--- src/hdl/trpe_pkg.sv ---
// Shared constants, codes and types of the triangle region plane encoder.
package trpe_pkg;

    localparam int ROW_MAX     = 1024;
    localparam int OFFSET_BITS = 32;

    localparam int COL_W      = $clog2(ROW_MAX);
    localparam int LEN_W      = $clog2(ROW_MAX + 1);
    localparam int ROW_ADDR_W = COL_W + 1;
    localparam int PIX_W      = 8;
    localparam int RLEN_W     = 7;
    localparam int D_W        = 8;
    localparam int SUM_W      = LEN_W + D_W;
    localparam int OUT_OFF_W  = 32;
    localparam int CFG_IDX_W  = 2;
    localparam int CFG_DATA_W = 11;

    localparam logic [RLEN_W-1:0]     REGION_LEN_MAX   = 7'd127;
    localparam logic [PIX_W-1:0]      COLOR_MASK_FIX   = 8'hfe;
    localparam logic [PIX_W-1:0]      ODD_BIT          = 8'h01;
    localparam logic [PIX_W-1:0]      COLOR_MASK_RESET = 8'hfe;
    localparam logic [CFG_DATA_W-1:0] ROW_LEN_RESET    = 11'd1024;

    localparam logic [1:0] OP_PIXEL = 2'd0;
    localparam logic [1:0] OP_STEP  = 2'd1;
    localparam logic [1:0] OP_FINAL = 2'd2;

    localparam logic [CFG_IDX_W-1:0] CFG_COLOR_MASK = 2'd0;
    localparam logic [CFG_IDX_W-1:0] CFG_ROW_LENGTH = 2'd1;

    typedef struct packed {
        logic              active;
        logic [RLEN_W-1:0] len;
        logic [PIX_W-1:0]  color;
    } trpe_info_t;

    localparam int INFO_W = $bits(trpe_info_t);

    typedef struct packed {
        logic                   valid;
        logic                   flush;
        logic [OFFSET_BITS-1:0] offset;
        logic [PIX_W-1:0]       value;
    } trpe_emit_t;

endpackage

--- src/hdl/trpe_obuf.sv ---
// Output stage: holds the newest byte write back so the final one can carry last.
module trpe_obuf (
    input  logic                            clk,
    input  logic                            rst_n,
    input  trpe_pkg::trpe_emit_t            emit,
    output logic                            emit_ready,
    output logic                            out_valid,
    input  logic                            out_stall,
    output logic [trpe_pkg::OUT_OFF_W-1:0]  byte_offset,
    output logic [trpe_pkg::PIX_W-1:0]      byte_value,
    output logic                            last
);
    import trpe_pkg::*;

    logic                   pv_reg, pv_next;
    logic [OFFSET_BITS-1:0] po_reg, po_next;
    logic [PIX_W-1:0]       pval_reg, pval_next;
    logic                   ov_reg, ov_next;
    logic [OUT_OFF_W-1:0]   oo_reg, oo_next;
    logic [PIX_W-1:0]       oval_reg, oval_next;
    logic                   olast_reg, olast_next;
    logic                   free;
    logic [47:0]            po_wide;

    assign free       = !ov_reg || !out_stall;
    assign emit_ready = !pv_reg || free;
    assign po_wide    = 48'(po_reg);

    always_comb
    begin
        pv_next    = pv_reg;
        po_next    = po_reg;
        pval_next  = pval_reg;
        ov_next    = ov_reg;
        oo_next    = oo_reg;
        oval_next  = oval_reg;
        olast_next = olast_reg;
        if (ov_reg && !out_stall)
        begin
            ov_next = 1'b0;
        end
        if (emit.valid && emit_ready)
        begin
            if (pv_reg)
            begin
                ov_next    = 1'b1;
                oo_next    = po_wide[OUT_OFF_W-1:0];
                oval_next  = pval_reg;
                olast_next = 1'b0;
            end
            pv_next   = 1'b1;
            po_next   = emit.offset;
            pval_next = emit.value;
        end
        else if (emit.flush && emit_ready && pv_reg)
        begin
            ov_next    = 1'b1;
            oo_next    = po_wide[OUT_OFF_W-1:0];
            oval_next  = pval_reg;
            olast_next = 1'b1;
            pv_next    = 1'b0;
        end
    end

    always_ff @(posedge clk or negedge rst_n)
    begin
        if (!rst_n)
        begin
            pv_reg <= 1'b0;
            ov_reg <= 1'b0;
        end
        else
        begin
            pv_reg <= pv_next;
            ov_reg <= ov_next;
        end
    end

    always_ff @(posedge clk)
    begin
        po_reg    <= po_next;
        pval_reg  <= pval_next;
        oo_reg    <= oo_next;
        oval_reg  <= oval_next;
        olast_reg <= olast_next;
    end

    assign out_valid   = ov_reg;
    assign byte_offset = oo_reg;
    assign byte_value  = oval_reg;
    assign last        = olast_reg;

    a_flush_marks_last: assert property (@(posedge clk) disable iff (!rst_n)
        (emit.flush && !emit.valid && emit_ready && pv_reg) |=> (out_valid && last))
        else $error("flushed byte not marked last");

    a_push_not_last: assert property (@(posedge clk) disable iff (!rst_n)
        (emit.valid && emit_ready && pv_reg) |=> (out_valid && !last))
        else $error("pushed byte wrongly marked last");

endmodule

--- config.mk ---
export PLATFORM = sky130hd
export DESIGN_NAME = trpe_obuf
export DESIGN_NICKNAME = d
export VERILOG_FILES = /design/src/hdl/trpe_pkg.sv /design/src/hdl/trpe_obuf.sv
export SDC_FILE = /design/constraint.sdc
export NUM_CORES = 1
export LEC_CHECK = 0
export BUFFER_PORTS_ARGS = -buffer_cell sky130_fd_sc_hd__buf_2
export CORE_MARGIN = 5
export CORE_UTILIZATION = 46
export CTS_BUF_LIST = sky130_fd_sc_hd__clkbuf_8
export CTS_CLUSTER_DIAMETER = 40
export DETAILED_ROUTE_END_ITERATION = 7
export HOLD_SLACK_MARGIN = 0.1
export PLACE_DENSITY = 0.83
export RECOVER_POWER = 25
export SLEW_MARGIN = 40
export SYNTH_ARGS = -nofsm -noshare
export SYNTH_HDL_FRONTEND = slang
export SYNTH_SLANG_ARGS = --single-unit
--- constraint.sdc ---
create_clock -name clk -period 2.8 [get_ports clk]
set_input_delay 0.56 -clock clk [delete_from_list [all_inputs] [get_ports clk]]
set_output_delay 0.56 -clock clk [all_outputs]
set_load 0.02 [all_outputs]
Yosys cells after proc, flatten, opt, wreduce, memory -nomap -nowiden
Index checks and enable logic that the tools add are counted.
W data, S select, Z words.
{"block": "totals", "ff_bits": 83}
{"block": "classes", "n_eq_ne": 1, "n_mux": 15, "reduce_logical": 11}
{"op": "$mux W32", "count": 3}
{"op": "$mux W8", "count": 3}
{"op": "$mux W1", "count": 9}
{"op": "$logic_and A1 B1 Y1", "count": 4}
{"op": "$logic_not A1 Y1", "count": 3}
{"op": "$logic_or A1 B1 Y1", "count": 2}
{"op": "$ne A2 B2 Y1 const B", "count": 1}
{"op": "$reduce_and A2 Y1", "count": 1}
{"op": "$reduce_bool A2 Y1", "count": 1}

Logic depth before layout (Yosys ltp)
{"block": "depth", "ltp_word": 7, "ltp_mapped": 2, "mapped_depth_nobuf": 2}

Worst setup path after synthesis
No wires, ideal clock.
{"block": "synth_path", "kind": "input -> register", "from": "input port emit[40] (netlist bit)", "to": "register oo_reg[0], in the netlist byte_offset[0], enable pin", "t_arrival_ns": 2.687, "required_time_ns": 2.347, "setup_slack_ns": -0.340, "stages": 2, "path_cell_list": "o21ai_0 > a21oi_1"}
{"block": "synth_between", "elab_chain_len": 4}
{"element": "start, declared", "line_no": "trpe_obuf.sv:5", "text": "input trpe_pkg::trpe_emit_t emit,"}
{"element": "$logic_and A1 B1 Y1 (2 in series)", "line_no": "trpe_obuf.sv:55", "text": "else if (emit.flush && emit_ready && pv_reg)"}
{"element": "$reduce_bool A2 Y1 (no source line)"}
{"element": "$reduce_and A2 Y1 (no source line)"}
{"element": "end signal, assigned", "line_no": "trpe_obuf.sv:83", "text": "oo_reg <= oo_next;"}
{"element": "end, declared", "line_no": "trpe_obuf.sv:19", "text": "logic [OUT_OFF_W-1:0] oo_reg, oo_next;"}
Every way passes these cells.
A chain may end at the register's enable or synchronous reset.

Final worst setup path
{"block": "layout_path", "from": "register ov_reg, in the netlist out_valid", "to": "output port emit_ready"}
{"block": "layout_between", "elab_chain_len": 3}
{"element": "start, declared", "line_no": "trpe_obuf.sv:18", "text": "logic ov_reg, ov_next;"}
{"element": "start signal, assigned", "line_no": "trpe_obuf.sv:75", "text": "ov_reg <= ov_next;"}
{"element": "$logic_not A1 Y1", "line_no": "trpe_obuf.sv:25", "text": "assign free = !ov_reg || !out_stall;"}
{"element": "$logic_or A1 B1 Y1", "line_no": "trpe_obuf.sv:25"}
{"element": "$logic_or A1 B1 Y1", "line_no": "trpe_obuf.sv:26", "text": "assign emit_ready = !pv_reg || free;"}
{"element": "end, declared", "line_no": "trpe_obuf.sv:6", "text": "output logic emit_ready,"}
Every way passes these cells.

==> results.txt <==
* Result of the run: completed
- # DRC: 0
- Via count of the first global-routing pass: 1312
- Fmax achieved: 0.602 GHz
* Total of max-cap violations: 0
* Critical Path Fanout Max: 4
- On the final layout, the worst clock skew is 0.00953 ns.
- Kind of launch point of the worst setup path: flop
- In the final routed layout, each cell accounts on average for 15.6 um.
- The most common cell in the synthesized netlist is edfxtp_1.
* Row cnt: 27
- The root buffer cell chosen for the clock tree is clkbuf_8.
* Gr usage total: 0.129
* Top Family by Delay on Critical Path: flip-flops
* Worst IR drop on VDD: 502 uV
* Final RePlAce weighted congestion: 0.744
* Post-Syn Instances: 93
- Total nets after synthesis: 138
- Pre-CTS setup slack: 0.866 ns
- Entering global routing, the biggest net connects 26 pins.
- First-pass GRT wire length: 6630 um
- The total area inside the core boundary comes to 5440 um^2.
* Dominant cell type by area after synthesis: edfxtp_1
- Antenna-violating nets left: 0
* Final #Nets: 240
- In this run, the number of DRC markers left after iteration 0 of detailed routing was 58.
- The wire-length estimate of the detail-placed layout is 2910 um.
* Fill cell count: 384
- Setup repair after global routing left no endpoint under its margin.
* H-tree depth reported by CTS: 3
- Final total negative setup slack: 0 ns
* Final hold violation count: 0
- Syn Area/Cell: 27.2 um^2
- Filler-free cell count of the finished design: 272
- Port-buffer cells: 87
* Portion of the clock cycle consumed by the worst path in the final layout: 0.594
- Power density normalized to cell area: 766 nW/um^2
- TritonCTS clock tree: yes
- Register bit total from synthesis: 83
- Traced cell by cell, the critical path runs through nand3_2 > buf_2.
- I/O Pins: 88
- Via density: 4.40
- The synthesized netlist contains 10 unique library cells.
- Via count of the routed design: 1196
* Leak: 0.00128 uW
- Count of pins over their slew limit: 0
- Setup violations remaining at the end of the flow were counted as 0.
- The clock passes through at most 2 buffers.
- Fraction of synthesized cell area taken by the top area cell type: 0.960
- For this run, asynchronously set or reset flops after synthesis account for 0.0241.
- For this configuration, the core starts out at a cell density of 0.466.
* Req. time, crit path: 2.24 ns
- WL final: 4240 um
* Minimum period implied by the final worst setup slack: 1.66 ns
* Count of flip-flops with a built-in enable after synthesis: 81
- Initial antenna violation count: 0
- Largest stage delay on the critical path: 0.46 ns
* Die Width: 84.2 um
- The total overflow left after global routing is 0.
- Max transition margin: 0.611
- The area growth from synthesis to layout is 30.3%.
- Synthesized area: 2530 um^2
* Classification of the worst-slack hold path: in -> reg
- The clock drives 83 sinks.
- Clock-pin slew on the worst setup and hold paths: 0.08 ns
* Worst-Skew Late Latency: 0.34 ns
- Floorplan die area: 7090 um^2
* Fraction of final layout cells with drive strength greater than 1: 0.525
* Warnings, synthesis: 0
* Sequential-to-total area share from yosys stat: 0.980
- Pre-Repair DR Iteration Count: 4
* Critical path buffer and inverter count: 1
* Top FF cell, synth: edfxtp_1
- Arr. time, crit path: 1.10 ns
- By area the synthesized netlist is led by edfxtp_1 (96%), dfrtp_1 (2.0%), nand2_1 (0.44%).
- Measured on the finished design, the core utilization comes to 0.607.
- Final worst-path setup slack: 1.14 ns
- Floorplan die height: 84.2 um
- Including well taps, the total number of placed cells is 255.
- The worst setup path is captured at an output pin.
- Count of inserted antenna diode cells: 0
* Top cells by count, synth: edfxtp_1 (81), nand2_1 (3), dfrtp_1 (2)
* Slew at the pin closest to its max-slew limit: 0.582 ns
* Critical Setup Path Class: reg -> out
* Slowest cell on crit path: dfrtp_1
- Num CTS Buffers: 9
logic make-up (layout without fill, tap and decap cells):
group                  after synthesis  after routing  share of synthesized area
AOI/OAI and AO/OA                    3              3                    0.00642
buffers and inverters                1            108                    0.00148
DFF                                 83             83                      0.980
and+or+nand+nor                      6              6                     0.0123
through the flow:
stage          area, um^2  hold WS, ns  total power, uW
2_1_floorplan        2540        0.264             1660
3_3_place_gp         3110        0.346             1770
3_5_place_dp         3110        0.349             1780
4_1_cts              3300        0.369             2560
5_1_grt              3300        0.366             2640
6_report             3300        0.393             2530
path summary, 6_finish.rpt:
check / startpoint / endpoint / slack, ns / cells past startpoint
max reg2reg: out_valid / po_reg[19] / 1.14 / 3
min: emit[9] / po_reg[1] / 0.39 / 1
min in group asynchronous: rst_n / out_valid / 0.55 / 2
max: out_valid / emit_ready / 1.14 / 2
max in group asynchronous: rst_n / pv_reg / 2.16 / 2
min reg2reg: po_reg[25] / byte_offset[25] / 0.41 / 0
report_power, final:
part           switching [uW]  internal, uW  total, uW
clock network             378           399        777
logic                     158          74.6        233
registers                27.8          1490       1520
total                     564          1960       2530
cells in the final DEF, fill, tap and decap left out:
| cell type | count |
|---|---|
| buf_4 | 2 |
| nor2_1 | 1 |
| buf_12 | 1 |
| clkinv_1 | 3 |
| edfxtp_1 | 81 |
| dlygate4sd3_1 | 1 |
| clkbuf_8 | 9 |
| inv_1 | 2 |
| a31oi_1 | 1 |
| buf_2 | 87 |
| nand3_2 | 1 |
| and2_2 | 1 |
| clkinvlp_4 | 2 |
| o21ai_0 | 1 |
| dfrtp_1 | 2 |
| nand2_1 | 3 |
| bufinv_16 | 1 |
| a21oi_4 | 1 |
metal layers:
metal  vias up  routed length, um  global-route usage
li1        576                  -                   -
met1       547               1590               0.148
met2        61               2100               0.199
met3        12                446              0.0628
met4         0                101              0.0687
met5         -                  0                   0
final cells by class:
cell class                 count  area (um^2)  share of cell area
clock buffer                   9          124              0.0375
clock inverter                 7         60.1              0.0182
inverter                       1         3.75             0.00114
multi-input combinational      9         60.1              0.0182
sequential                    83         2480               0.752
tap                           72         90.1              0.0273
timing repair buffer          91          480               0.146
repair_timing:
action                    CTS  global route
hold buffers                1             0
buffers inserted            0             0
hold endpoints to repair    2             0
resized for setup           0             0
Note: power is estimated with default switching activity, not from simulation.
