===== src/hdl/trpe_pkg.sv =====
// Shared constants, codes and types of the triangle region plane encoder.
package trpe_pkg;

    localparam int ROW_MAX     = 1024;
    localparam int OFFSET_BITS = 32;

    localparam int COL_W      = $clog2(ROW_MAX);
    localparam int LEN_W      = $clog2(ROW_MAX + 1);
    localparam int ROW_ADDR_W = COL_W + 1;
    localparam int PIX_W      = 8;
    localparam int RLEN_W     = 7;
    localparam int D_W        = 8;
    localparam int SUM_W      = LEN_W + D_W;
    localparam int OUT_OFF_W  = 32;
    localparam int CFG_IDX_W  = 2;
    localparam int CFG_DATA_W = 11;

    localparam logic [RLEN_W-1:0]     REGION_LEN_MAX   = 7'd127;
    localparam logic [PIX_W-1:0]      COLOR_MASK_FIX   = 8'hfe;
    localparam logic [PIX_W-1:0]      ODD_BIT          = 8'h01;
    localparam logic [PIX_W-1:0]      COLOR_MASK_RESET = 8'hfe;
    localparam logic [CFG_DATA_W-1:0] ROW_LEN_RESET    = 11'd1024;

    localparam logic [1:0] OP_PIXEL = 2'd0;
    localparam logic [1:0] OP_STEP  = 2'd1;
    localparam logic [1:0] OP_FINAL = 2'd2;

    localparam logic [CFG_IDX_W-1:0] CFG_COLOR_MASK = 2'd0;
    localparam logic [CFG_IDX_W-1:0] CFG_ROW_LENGTH = 2'd1;

    typedef struct packed {
        logic              active;
        logic [RLEN_W-1:0] len;
        logic [PIX_W-1:0]  color;
    } trpe_info_t;

    localparam int INFO_W = $bits(trpe_info_t);

    typedef struct packed {
        logic                   valid;
        logic                   flush;
        logic [OFFSET_BITS-1:0] offset;
        logic [PIX_W-1:0]       value;
    } trpe_emit_t;

endpackage


===== src/hdl/trpe_ctrl.sv =====
// Sequencer: visits columns, scans regions and edges, and issues byte writes.
module trpe_ctrl (
    input  logic                             clk,
    input  logic                             rst_n,
    input  logic                             in_valid,
    output logic                             in_stall,
    input  logic [1:0]                       operation,
    input  logic [trpe_pkg::PIX_W-1:0]       pixel_value,
    input  logic                             cfg_valid,
    input  logic [trpe_pkg::CFG_IDX_W-1:0]   cfg_index,
    input  logic [trpe_pkg::CFG_DATA_W-1:0]  cfg_data,
    output logic                             row_we,
    output logic [trpe_pkg::ROW_ADDR_W-1:0]  row_waddr,
    output logic [trpe_pkg::PIX_W-1:0]       row_wdata,
    output logic [trpe_pkg::ROW_ADDR_W-1:0]  row_raddr,
    input  logic [trpe_pkg::PIX_W-1:0]       row_rdata,
    output logic                             info_we,
    output logic [trpe_pkg::COL_W-1:0]       info_waddr,
    output trpe_pkg::trpe_info_t             info_wdata,
    output logic [trpe_pkg::COL_W-1:0]       info_raddr,
    input  trpe_pkg::trpe_info_t             info_rdata,
    output logic                             slot_we,
    output logic [trpe_pkg::COL_W-1:0]       slot_waddr,
    output logic [trpe_pkg::OFFSET_BITS-1:0] slot_wdata,
    output logic [trpe_pkg::COL_W-1:0]       slot_raddr,
    input  logic [trpe_pkg::OFFSET_BITS-1:0] slot_rdata,
    output trpe_pkg::trpe_emit_t             emit,
    input  logic                             emit_ready
);
    import trpe_pkg::*;

    typedef enum logic [4:0] {
        S_CLEAR, S_IDLE, S_OP0, S_OP1, S_FIN, S_VINFO, S_SCAN, S_SCMP, S_SEND,
        S_TAIL, S_CAP, S_CAPEM, S_CLOSE, S_SD0, S_SD1, S_SD2, S_SD3, S_SD4,
        S_EF, S_EFCMP, S_START, S_START2, S_DELTA, S_FLUSH
    } state_t;

    state_t                  state_reg, state_next;
    logic [COL_W-1:0]        clr_reg, clr_next;
    logic [1:0]              op_reg, op_next;
    logic                    sel_reg, sel_next;
    logic                    have_reg, have_next;
    logic [OFFSET_BITS-1:0]  wp_reg, wp_next;
    logic [COL_W-1:0]        cc_reg, cc_next;
    logic [LEN_W-1:0]        nv_reg, nv_next;
    logic [1:0]              visits_reg, visits_next;
    logic                    done_reg, done_next;
    logic                    hn_reg, hn_next;
    logic [COL_W-1:0]        x_reg, x_next;
    logic [LEN_W-1:0]        i_reg, i_next;
    logic [LEN_W-1:0]        lim_reg, lim_next;
    logic [RLEN_W-1:0]       rlen_reg, rlen_next;
    logic [PIX_W-1:0]        rcol_reg, rcol_next;
    logic [PIX_W-1:0]        c_reg, c_next;
    logic [PIX_W-1:0]        delta_reg, delta_next;
    logic                    m1_reg, m1_next;
    logic [D_W-1:0]          d_reg, d_next;
    logic [PIX_W-1:0]        mask_reg;
    logic [CFG_DATA_W-1:0]   rowlen_reg;
    logic [ROW_ADDR_W-1:0]   raddr_reg, raddr_next;
    logic [COL_W-1:0]        iaddr_reg, iaddr_next;
    logic [COL_W-1:0]        saddr_reg, saddr_next;

    logic [LEN_W-1:0]        len_eff;
    logic [SUM_W-1:0]        rl_wide;
    logic [LEN_W-1:0]        x_ext, x_plus1, cc_ext, cc_plus1, i_m1;
    logic [COL_W-1:0]        xr;
    logic [SUM_W-1:0]        lim_sum;
    logic [LEN_W-1:0]        lim_val;
    logic [PIX_W-1:0]        pix_m;
    logic [RLEN_W-1:0]       newlen;
    logic                    in_accept;
    state_t                  ret_state;
    logic [COL_W-1:0]        cc_adv;

    assign rl_wide   = SUM_W'(rowlen_reg);
    assign len_eff   = (rowlen_reg == '0) ? LEN_W'(1) :
                       (rl_wide > SUM_W'(ROW_MAX)) ? LEN_W'(ROW_MAX) : LEN_W'(rowlen_reg);
    assign x_ext     = LEN_W'(x_reg);
    assign x_plus1   = x_ext + LEN_W'(1);
    assign xr        = (x_plus1 < len_eff) ? (x_reg + COL_W'(1)) : x_reg;
    assign cc_ext    = LEN_W'(cc_reg);
    assign cc_plus1  = cc_ext + LEN_W'(1);
    assign cc_adv    = (cc_plus1 >= LEN_W'(ROW_MAX)) ? '0 : cc_reg + COL_W'(1);
    assign i_m1      = i_reg - LEN_W'(1);
    assign lim_sum   = SUM_W'(x_reg) + SUM_W'(info_rdata.len) + SUM_W'(2);
    assign lim_val   = (lim_sum > SUM_W'(len_eff)) ? len_eff : lim_sum[LEN_W-1:0];
    assign pix_m     = row_rdata & mask_reg;
    assign newlen    = rlen_reg + RLEN_W'(1);
    assign in_stall  = (state_reg != S_IDLE);
    assign in_accept = in_valid && !in_stall;
    assign ret_state = (op_reg == OP_PIXEL) ? S_OP0 : S_FLUSH;

    // The memories register the read, so the next-state address goes out directly
    assign row_raddr  = raddr_next;
    assign info_raddr = iaddr_next;
    assign slot_raddr = saddr_next;

    always_comb
    begin
        state_next  = state_reg;
        clr_next    = clr_reg;
        op_next     = op_reg;
        sel_next    = sel_reg;
        have_next   = have_reg;
        wp_next     = wp_reg;
        cc_next     = cc_reg;
        nv_next     = nv_reg;
        visits_next = visits_reg;
        done_next   = done_reg;
        hn_next     = hn_reg;
        x_next      = x_reg;
        i_next      = i_reg;
        lim_next    = lim_reg;
        rlen_next   = rlen_reg;
        rcol_next   = rcol_reg;
        c_next      = c_reg;
        delta_next  = delta_reg;
        m1_next     = m1_reg;
        d_next      = d_reg;
        row_we      = 1'b0;
        row_waddr   = {~sel_reg, cc_reg};
        row_wdata   = pixel_value;
        info_we     = 1'b0;
        info_waddr  = x_reg;
        info_wdata  = '0;
        slot_we     = 1'b0;
        slot_waddr  = x_reg;
        slot_wdata  = wp_reg + OFFSET_BITS'(1);
        emit        = '0;
        emit.offset = wp_reg;

        unique case (state_reg)
            S_CLEAR:
            begin
                info_we    = 1'b1;
                info_waddr = clr_reg;
                if (clr_reg == COL_W'(ROW_MAX - 1))
                begin
                    state_next = S_IDLE;
                end
                else
                begin
                    clr_next = clr_reg + COL_W'(1);
                end
            end
            S_IDLE:
            begin
                if (in_accept)
                begin
                    op_next = operation;
                    unique case (operation)
                        OP_PIXEL:
                        begin
                            row_we      = 1'b1;
                            done_next   = (cc_plus1 >= len_eff);
                            visits_next = '0;
                            state_next  = S_OP0;
                        end
                        OP_STEP:  state_next = S_OP1;
                        OP_FINAL: state_next = S_FIN;
                        default:  state_next = S_FLUSH;
                    endcase
                end
            end
            S_OP0:
            begin
                if (have_reg && visits_reg < 2'd2 && nv_reg < len_eff &&
                    (nv_reg < cc_ext || done_reg))
                begin
                    visits_next = visits_reg + 2'd1;
                    hn_next     = 1'b1;
                    x_next      = nv_reg[COL_W-1:0];
                    state_next  = S_VINFO;
                end
                else
                begin
                    if (done_reg)
                    begin
                        sel_next  = ~sel_reg;
                        have_next = 1'b1;
                        cc_next   = '0;
                        nv_next   = '0;
                    end
                    else
                    begin
                        cc_next = cc_reg + COL_W'(1);
                    end
                    state_next = S_FLUSH;
                end
            end
            S_OP1:
            begin
                if (have_reg && nv_reg < len_eff)
                begin
                    hn_next    = 1'b0;
                    x_next     = nv_reg[COL_W-1:0];
                    state_next = S_VINFO;
                end
                else
                begin
                    state_next = S_FLUSH;
                end
            end
            S_FIN:
            begin
                if (info_rdata.active)
                begin
                    emit.valid  = 1'b1;
                    emit.offset = slot_rdata;
                    emit.value  = PIX_W'(info_rdata.len);
                    if (emit_ready)
                    begin
                        info_we    = 1'b1;
                        info_waddr = cc_reg;
                        cc_next    = cc_adv;
                        state_next = S_FLUSH;
                    end
                end
                else
                begin
                    cc_next    = cc_adv;
                    state_next = S_FLUSH;
                end
            end
            S_VINFO:
            begin
                rlen_next = info_rdata.len;
                rcol_next = info_rdata.color;
                if (info_rdata.active)
                begin
                    lim_next   = lim_val;
                    i_next     = x_ext;
                    state_next = S_SCAN;
                end
                else
                begin
                    state_next = S_SD0;
                end
            end
            S_SCAN:
            begin
                state_next = (i_reg < lim_reg) ? S_SCMP : S_SEND;
            end
            S_SCMP:
            begin
                if (pix_m == rcol_reg)
                begin
                    i_next     = i_reg + LEN_W'(1);
                    state_next = S_SCAN;
                end
                else
                begin
                    state_next = S_SEND;
                end
            end
            S_SEND:
            begin
                info_we = 1'b1;
                if (i_reg == lim_reg)
                begin
                    info_wdata.active = (newlen != REGION_LEN_MAX);
                    info_wdata.len    = newlen;
                    info_wdata.color  = rcol_reg;
                    rlen_next         = newlen;
                    state_next        = S_TAIL;
                end
                else
                begin
                    state_next = S_CLOSE;
                end
            end
            S_TAIL:
            begin
                if (info_rdata.active && x_ext < i_m1)
                begin
                    emit.valid  = 1'b1;
                    emit.offset = slot_rdata;
                    emit.value  = PIX_W'(info_rdata.len);
                    if (emit_ready)
                    begin
                        info_we    = 1'b1;
                        info_waddr = i_m1[COL_W-1:0];
                        state_next = S_CAP;
                    end
                end
                else
                begin
                    state_next = S_CAP;
                end
            end
            S_CAP:
            begin
                if (rlen_reg == REGION_LEN_MAX)
                begin
                    state_next = S_CAPEM;
                end
                else
                begin
                    nv_next    = i_reg;
                    state_next = ret_state;
                end
            end
            S_CAPEM:
            begin
                emit.valid  = 1'b1;
                emit.offset = slot_rdata;
                emit.value  = PIX_W'(REGION_LEN_MAX);
                if (emit_ready)
                begin
                    nv_next    = i_reg;
                    state_next = ret_state;
                end
            end
            S_CLOSE:
            begin
                emit.valid  = 1'b1;
                emit.offset = slot_rdata;
                emit.value  = PIX_W'(rlen_reg);
                if (emit_ready)
                begin
                    state_next = S_SD0;
                end
            end
            S_SD0:
            begin
                state_next = S_SD1;
            end
            S_SD1:
            begin
                c_next     = pix_m;
                state_next = S_SD2;
            end
            S_SD2:
            begin
                delta_next = c_reg - ((x_reg == '0) ? '0 : pix_m);
                state_next = hn_reg ? S_SD3 : S_DELTA;
            end
            S_SD3:
            begin
                m1_next    = (pix_m == c_reg);
                state_next = S_SD4;
            end
            S_SD4:
            begin
                if (m1_reg && pix_m == c_reg)
                begin
                    d_next     = D_W'(1);
                    state_next = S_EF;
                end
                else
                begin
                    state_next = S_DELTA;
                end
            end
            S_EF:
            begin
                if (SUM_W'(d_reg) <= SUM_W'(x_reg) && d_reg <= D_W'(REGION_LEN_MAX))
                begin
                    state_next = S_EFCMP;
                end
                else
                begin
                    state_next = S_START;
                end
            end
            S_EFCMP:
            begin
                if (info_rdata.active && info_rdata.len == RLEN_W'(d_reg - D_W'(1)) &&
                    info_rdata.color == c_reg)
                begin
                    state_next = S_DELTA;
                end
                else
                begin
                    d_next     = d_reg + D_W'(1);
                    state_next = S_EF;
                end
            end
            S_START:
            begin
                emit.valid = 1'b1;
                emit.value = delta_reg | ODD_BIT;
                if (emit_ready)
                begin
                    info_we           = 1'b1;
                    info_wdata.active = 1'b1;
                    info_wdata.color  = c_reg;
                    slot_we           = 1'b1;
                    wp_next           = wp_reg + OFFSET_BITS'(1);
                    state_next        = S_START2;
                end
            end
            S_START2:
            begin
                emit.valid = 1'b1;
                emit.value = '0;
                if (emit_ready)
                begin
                    wp_next    = wp_reg + OFFSET_BITS'(1);
                    nv_next    = x_plus1;
                    state_next = ret_state;
                end
            end
            S_DELTA:
            begin
                emit.valid = 1'b1;
                emit.value = delta_reg;
                if (emit_ready)
                begin
                    wp_next    = wp_reg + OFFSET_BITS'(1);
                    nv_next    = x_plus1;
                    state_next = ret_state;
                end
            end
            S_FLUSH:
            begin
                emit.flush = 1'b1;
                if (emit_ready)
                begin
                    state_next = S_IDLE;
                end
            end
            default:
            begin
                state_next = S_IDLE;
            end
        endcase
    end

    // Read addresses follow the state so data lands in the consuming state
    always_comb
    begin
        raddr_next = raddr_reg;
        iaddr_next = iaddr_reg;
        saddr_next = saddr_reg;
        priority case (1'b1)
            (state_reg == S_IDLE):
            begin
                iaddr_next = cc_reg;
                saddr_next = cc_reg;
            end
            (state_next == S_VINFO):
            begin
                iaddr_next = x_next;
            end
            (state_reg == S_SCAN && state_next == S_SCMP):
            begin
                raddr_next = {sel_reg, i_reg[COL_W-1:0]};
            end
            (state_reg == S_SEND):
            begin
                iaddr_next = (state_next == S_TAIL) ? i_m1[COL_W-1:0] : iaddr_reg;
                saddr_next = (state_next == S_TAIL) ? i_m1[COL_W-1:0] : x_reg;
            end
            (state_next == S_CAPEM && state_reg == S_CAP):
            begin
                saddr_next = x_reg;
            end
            (state_reg == S_SD0):
            begin
                raddr_next = {sel_reg, x_reg};
            end
            (state_reg == S_SD1):
            begin
                raddr_next = {sel_reg, x_reg - COL_W'(1)};
            end
            (state_reg == S_SD2):
            begin
                raddr_next = {~sel_reg, x_reg};
            end
            (state_reg == S_SD3):
            begin
                raddr_next = {~sel_reg, xr};
            end
            (state_next == S_EFCMP):
            begin
                iaddr_next = x_reg - COL_W'(d_reg);
            end
            default:
            begin
                raddr_next = raddr_reg;
            end
        endcase
    end

    always_ff @(posedge clk or negedge rst_n)
    begin
        if (!rst_n)
        begin
            state_reg  <= S_CLEAR;
            clr_reg    <= '0;
            op_reg     <= OP_PIXEL;
            sel_reg    <= 1'b0;
            have_reg   <= 1'b0;
            wp_reg     <= '0;
            cc_reg     <= '0;
            nv_reg     <= '0;
            visits_reg <= '0;
            done_reg   <= 1'b0;
            hn_reg     <= 1'b0;
            mask_reg   <= COLOR_MASK_RESET;
            rowlen_reg <= ROW_LEN_RESET;
        end
        else
        begin
            state_reg  <= state_next;
            clr_reg    <= clr_next;
            op_reg     <= op_next;
            sel_reg    <= sel_next;
            have_reg   <= have_next;
            wp_reg     <= wp_next;
            cc_reg     <= cc_next;
            nv_reg     <= nv_next;
            visits_reg <= visits_next;
            done_reg   <= done_next;
            hn_reg     <= hn_next;
            if (cfg_valid)
            begin
                if (cfg_index == CFG_COLOR_MASK)
                begin
                    mask_reg <= cfg_data[PIX_W-1:0] & COLOR_MASK_FIX;
                end
                else if (cfg_index == CFG_ROW_LENGTH)
                begin
                    rowlen_reg <= cfg_data;
                end
            end
        end
    end

    always_ff @(posedge clk)
    begin
        x_reg     <= x_next;
        i_reg     <= i_next;
        lim_reg   <= lim_next;
        rlen_reg  <= rlen_next;
        rcol_reg  <= rcol_next;
        c_reg     <= c_next;
        delta_reg <= delta_next;
        m1_reg    <= m1_next;
        d_reg     <= d_next;
        raddr_reg <= raddr_next;
        iaddr_reg <= iaddr_next;
        saddr_reg <= saddr_next;
    end

    a_no_emit_in_clear: assert property (@(posedge clk) disable iff (!rst_n)
        (state_reg == S_CLEAR) |-> !(emit.valid || emit.flush))
        else $error("byte write issued during clearing pass");

    a_emit_or_flush: assert property (@(posedge clk) disable iff (!rst_n)
        emit.valid |-> !emit.flush)
        else $error("write and end of transaction requested together");

endmodule


===== config.mk =====
export PLATFORM = sky130hd
export DESIGN_NAME = trpe_ctrl
export DESIGN_NICKNAME = d
export VERILOG_FILES = /design/src/hdl/trpe_pkg.sv /design/src/hdl/trpe_ctrl.sv
export SDC_FILE = /design/constraint.sdc
export NUM_CORES = 1
export LEC_CHECK = 0
export BUFFER_PORTS_ARGS = -buffer_cell sky130_fd_sc_hd__buf_2
export CAP_MARGIN = 20
export CORE_MARGIN = 2
export CORE_UTILIZATION = 55
export DETAILED_ROUTE_END_ITERATION = 8
export PLACE_DENSITY = 0.78
export SYNTH_ARGS = -nofsm -noshare
export SYNTH_HDL_FRONTEND = slang
export SYNTH_SLANG_ARGS = --single-unit

===== constraint.sdc =====
create_clock -name clk -period 6.1 [get_ports clk]
set_input_delay 0.305 -clock clk [delete_from_list [all_inputs] [get_ports clk]]
set_output_delay 0.305 -clock clk [all_outputs]
set_load 0.05 [all_outputs]

**Word level (Yosys, flattened, before mapping)**

Cells that the tools add are included.
W data, S select, Z words.

- $add $sub $neg: 17
- Multiply operators: 0
- Div/mod/pow operators: 0
- $lt $le $gt $ge: 12
- Equal/unequal tests: 55
- Shift operators: 0
- Multiplexer cells: 111
- Bitwise logic cells: 5
- Reduce and logical (&&, ||, !) cells: 48

Operators with widths:

| cell | count |
|---|---|
| $mux W10 | 29 |
| $mux W11 | 19 |
| $pmux W5 S22 | 1 |
| $pmux W32 S3 | 1 |
| $mux W40 | 2 |
| $mux W5 | 14 |
| $eq A5 B4 Y1 const B | 10 |
| $pmux W8 S6 | 1 |
| $eq A5 B5 Y1 const B | 9 |
| $pmux W11 S4 | 1 |
| $pmux W10 S2 | 2 |
| $lt A11 B11 Y1 | 3 |
| $add A32 B1 Y32 const B | 1 |
| $mux W8 | 4 |
| $pmux W8 S2 | 2 |
| $add A10 B1 Y10 const B | 3 |
| $eq A5 B3 Y1 const B | 6 |
| $pmux W10 S3 | 1 |
| $eq A8 B8 Y1 | 3 |
| $ne A2 B2 Y1 const B | 12 |
| $add A10 B1 Y11 const B | 2 |
| $pmux W11 S2 | 1 |
| $reduce_and A3 Y1 | 7 |
| $mux W16 | 1 |
| other kinds (60) | 113 |

- Bits in registers: 197
- Bits in latches: 0
- Memory bits (writable): 0
- ROM bits: 0
- Input port bits: 84
- Output and inout bits: 164
- Logic and storage cells: 273
- Memories kept: 0

**Longest topological paths before layout**

- Depth after elaboration: 19
- Mapped depth: 21
- Gate-level depth less buffers: 19

**Worst setup path after synthesis**

OpenSTA, ideal clock, no wires.

- Path type: register -> output
- Start: register x_reg[0] (netlist: slot_waddr[0])
- End: output info_raddr[3] (netlist name)
- Arrival: 4572 ps
- Data required time: 5795 ps
- Slack: 1223 ps
- Stages on the path, launching flop included: 14
- Buffers on the path: 1
- Cell sequence: dfxtp_1 > clkbuf_1 > inv_1 > ha_1 > fa_1 > nor2b_1 > o21ai_0 > a21oi_1 > o221ai_1 > a211oi_1 > mux2i_1 > nor3_1 > a221oi_1 > o21ai_0

- Cells in the longest elaborated chain, start to end: 15
- Elaborated cells between the ends (all ways): 26
- Classes of those cells: 1 x add/sub; 2 x order compare; 5 x eq/ne; 14 x mux; 4 x reduce/logical

RTL lines:

| what | line | text |
|---|---|---|
| start: declaration | trpe_ctrl.sv:49 | `logic [COL_W-1:0] x_reg, x_next;` |
| start signal: assignment | trpe_ctrl.sv:534 | `x_reg <= x_next;` |
| $lt A10 B11 Y1 / $le A8 B10 Y1 (equally long branches) | trpe_ctrl.sv:275, trpe_ctrl.sv:358 |  |
| $logic_and A1 B1 Y1 (on tied branches) | trpe_ctrl.sv:275, trpe_ctrl.sv:358 |  |
| $mux W5 / $mux W3 (equally long branches) | trpe_ctrl.sv:275, trpe_ctrl.sv:358 |  |
| $pmux W5 S22 | trpe_ctrl.sv:133 | `unique case (state_reg)` |
| $eq A5 B5 Y1 | trpe_ctrl.sv:476 | `(state_next == S_EFCMP):` |
| $mux W10 (8 in a row) | trpe_ctrl.sv:437 | `priority case (1'b1)` |
| $mux W10 (*) (2 in a row) | trpe_ctrl.sv:437 |  |
| end: declaration | trpe_ctrl.sv:20 | `output logic [trpe_pkg::COL_W-1:0] info_raddr,` |

Every way passes the cells marked *; elsewhere a longest branch is shown, timed or not.

**Worst setup path in the final report**

- Start: register rowlen_reg[4]
- End: output info_raddr[8] (netlist name)

- Cells in the longest elaborated chain, start to end: 19
- Elaborated cells between the ends (all ways): 32
- Classes of those cells: 2 x order compare; 5 x eq/ne; 19 x mux; 6 x reduce/logical

RTL lines:

| what | line | text |
|---|---|---|
| start: declaration | trpe_ctrl.sv:59 | `logic [CFG_DATA_W-1:0] rowlen_reg;` |
| start signal: assignment | trpe_ctrl.sv:526 | `rowlen_reg <= cfg_data;` |
| $gt A11 B11 Y1 | trpe_ctrl.sv:78 | `(rl_wide > SUM_W'(ROW_MAX)) ? LEN_W'(ROW_MAX) : LEN_W'(rowlen_reg);` |
| $mux W11 | trpe_ctrl.sv:78 |  |
| $mux W11 (*) | trpe_ctrl.sv:77 | `assign len_eff = (rowlen_reg == '0) ? LEN_W'(1) :` |
| $lt A11 B11 Y1 (*) | trpe_ctrl.sv:168, trpe_ctrl.sv:194 |  |
| $logic_and A1 B1 Y1 (2 in a row) | trpe_ctrl.sv:168 | `if (have_reg && visits_reg < 2'd2 && nv_reg < len_eff &&` |
| $mux W5 | trpe_ctrl.sv:168 |  |
| $pmux W5 S22 | trpe_ctrl.sv:133 |  |
| $eq A5 B5 Y1 | trpe_ctrl.sv:476 |  |
| $mux W10 (8 in a row) | trpe_ctrl.sv:437 |  |
| $mux W10 (*) (2 in a row) | trpe_ctrl.sv:437 |  |

Marks and branches as above.

==> out/qor.yml <==
status: "completed"
syn_avg_cell_area_sq_um: 8.665
area_growth_pct: 13.30
crit_family: "simple AND/OR/NAND/NOR gates"
postSynthCellCount: 1746
ir_worst_vdd_mv: 0.5187
fin_tns_setup_ns: 0
async_flop_share_pct: 48.21
fin_nets: 2131
clock_skew_ns: 0.01361
routabilityCongestion: 0.9965
p_per_area_nw_per_um2: 480.0
hold_violations: 0
grt_pass1_vias: 13860
drive_above_1_share_pct: 19.98
max_stage_delay_ns: 0.48
numClockSinks: 195
clock_latency_ns: 0.46
grt_pass1_wl_mm: 79.02
endpoint_kind: "output port"
rows: 60
yosysSeqAreaShare_pct: 32.95
dpl.hpwl_mm: 39.83
io_buffers: 230
cts_made_buffers: 17
cts_hold_buf: 1
synth_seq_cells: 195
multi_input_area_sq_um: 9355
slew_headroom_pct: 29.15
grt_max_degree: 58
dp_cells: 2253
wl_mm: 52.04
ant_nets: 0
worst_ep_arrival_time_ns: 5.52
cap_violations: 0
critPathLaunchType: "register"
die_area_sq_um: 28850
worst_slew_pin_slew_ns: 1.059
cts.clk_slew.worst_paths_ns: 0.08
ys.flop_type: "dfrtp_1"
fmax_ghz: 0.1716
final_core_util_pct: 63.60
largest_register_ffs: 32
synthesis.nets: 1943
vias_per_cell: 6.557
register_area_sq_um: 4985
cts_tree: "yes"
cts_resized: 0
finalNonFillerCells: 2288
core_area_sq_um: 26950
grt.overflow.total: 0
post_cts_buffers: 0
die-width_microns: 169.9
synth.cell_area_sq_um: 15130
cellLeakagePower_nw: 7.861
root_buffer: "clkbuf_16"
cts_buffer_depth: 2
io_pins: 248
grt_usage_pct: 35.92
critPathMaxFanout: 17
yosysWarnings: 0
drt_pass1_iterations: 6
antenna_found_initial: 0
synth_edf_count: 60
fin_crit_sh_pct: 95.55
num_vias: 15002
rsz0062_at_grt: "false"
setup_viol: 0
path_cells: "nor4_2 -> nand3_1 -> o21ai_1 -> nand2_1 -> ha_1 -> and3_1 -> a221o_1 -> a21oi_1 -> o211ai_1 -> nor4b_1 -> buf_4 -> or2_1 -> nand2_1 -> and3_1 -> a21oi_1 -> buf_2"
crit_path_top_delay_cell: "or2_1"
post-route-drc-count: 0
avgRoutedWirePerCell_microns: 22.74
n_fill_cell: 2300
slew_viol_final: 0
initial_utilization_pct: 56.13
drt_iter0_markers: 1884
die_h_microns: 169.9
diodes: 0
setup.worst_path.class: "reg -> out"
htree_levels: 4
synth_cell_type_count: 87
post-route-min-period_ns: 5.829
min_path_type: "in -> reg"
worstPathBufferInverterCount: 2
crit_required_ns: 5.79
power_mw: 8.227
[power breakdown]
group          switching [mW]  internal (mW)  total (mW)
clock network           0.585          0.587        1.17
logic                    3.35           1.54        4.89
registers               0.472           1.70        2.17
total                    4.41           3.82        8.23
[cells in the mapped netlist, types with 5 or more instances]
cell	instances	share of area, %
a31oi_1	9	0.37
mux2i_1	14	0.93
a22oi_1	24	1.2
nand2_1	196	4.9
o22ai_1	15	0.62
nor2b_1	23	0.95
o21ai_1	7	0.23
nor3_1	35	1.2
a211oi_1	8	0.40
nand2b_1	28	1.2
buf_2	18	0.60
o21ai_0	106	3.5
or2_2	8	0.33
nand3_1	58	1.9
o31ai_1	8	0.40
dfstp_2	8	1.4
edfxtp_1	60	12
and4_1	8	0.46
o221ai_1	10	0.58
mux2_2	53	3.9
a22o_1	5	0.29
buf_4	13	0.65
or3_1	12	0.50
a221oi_1	8	0.46
dfrtp_1	86	14
a21o_1	17	0.84
o211ai_1	17	0.84
nor4_1	14	0.58
a21oi_1	92	3.0
and2_1	15	0.62
dfxtp_1	41	5.4
nand3b_1	8	0.40
xor2_1	61	3.5
a221o_1	14	0.93
xnor2_1	91	5.3
nand4_1	23	0.95
inv_1	83	2.1
nor2_1	127	3.2
clkbuf_1	64	1.6
ha_1	110	9.1
o22a_1	10	0.58
nor3b_1	6	0.30
o21a_1	8	0.40
and3_1	44	1.8
[final cells by class]
| cell class | count | share of cell area [%] |
|---|---|---|
| clock buffers | 18 | 2.504 |
| clock inverters | 14 | 0.9782 |
| inverters | 84 | 1.840 |
| multi-input cells | 1365 | 54.58 |
| flip-flops and latches | 195 | 29.08 |
| well taps | 341 | 2.489 |
| repair buffers | 271 | 8.526 |
[worst paths after layout]
kind	end	slack, ns	from	depth (start not counted)
max	info_raddr[8]	0.27	rowlen_reg[4]$_DFFE_PN0P_	16
min	rcol_reg[0]$_DFFE_PP_	0.05	info_rdata[0]	1
max reg2reg	lim_reg[10]$_DFFE_PP_	1.01	slot_waddr[1]$_DFF_P_	19
min reg2reg	op_reg[1]$_DFFE_PN0P_	0.49	op_reg[1]$_DFFE_PN0P_	1
max in group asynchronous	rowlen_reg[0]$_DFFE_PN0P_	4.56	rst_n	3
min in group asynchronous	cc_reg[0]$_DFFE_PN0P_	0.38	rst_n	2
[layer usage]
layer | up-vias | part of all wire (%) | GRT usage, %
li1 | 6687 | - | -
met1 | 7083 | 39 | 49.10
met2 | 1046 | 43 | 54.69
met3 | 186 | 12 | 7.233
met4 | 0 | 5.3 | 17.21
met5 | - | 0 | 0
[cells by family after synthesis]
logic type / after synthesis / synth area share (%)
fa+ha+maj: 113 / 9.495
compound gates: 402 / 17.52
mux: 67 / 4.871
buf+inv: 186 / 5.285
xor+xnor: 152 / 8.800
flops: 195 / 32.95
simple gates: 631 / 21.08
[cells in the final DEF (no fill, tap or decap), types with 14 or more instances in the layout]
cell type / n
a22oi_1: 24
dfxtp_1: 41
and3_1: 44
nor3_1: 34
ha_1: 110
nand4_1: 23
nor2b_1: 23
a21o_1: 17
nand3_1: 58
nor2_1: 127
a221o_1: 14
o211ai_1: 17
nand2b_1: 28
and2_1: 15
xnor2_1: 91
o21ai_0: 106
xor2_1: 61
buf_4: 40
nand2_1: 196
clkbuf_16: 17
edfxtp_1: 60
nor4_1: 14
a21oi_1: 92
buf_2: 230
mux2i_1: 14
o22ai_1: 15
mux2_2: 53
dfrtp_1: 86
inv_1: 83
[worst register-to-register path, cell delays in order (launching register included)]
cell      delay [ns]
dfxtp_1         0.85
inv_1           0.15
ha_1            0.31
inv_1           0.04
ha_1            0.22
fa_1            0.40
a21oi_1         0.19
nor2_1          0.06
nor2_1          0.18
o21bai_1        0.09
a21oi_1         0.22
nor2b_1         0.07
o21ai_0         0.23
xnor2_1         0.15
ha_1            0.32
nand3_1         0.08
nand2b_1        0.15
a21oi_1         0.49
buf_4           0.29
mux2_2          0.36
[metrics by stage]
stage | hold slack [ns] | setup slack (ns) | cell area, sq um
finish | 0.04525 | 0.2714 | 17140
global route | 0.03840 | 0.01287 | 17140
CTS | 0.04073 | 0.4172 | 17130
detailed placement | 0.3211 | 0.9199 | 16520
global placement | 0.3209 | 1.107 | 16520
floorplan | 0.009409 | 1.223 | 15130
(Power assumes the default switching activity.)
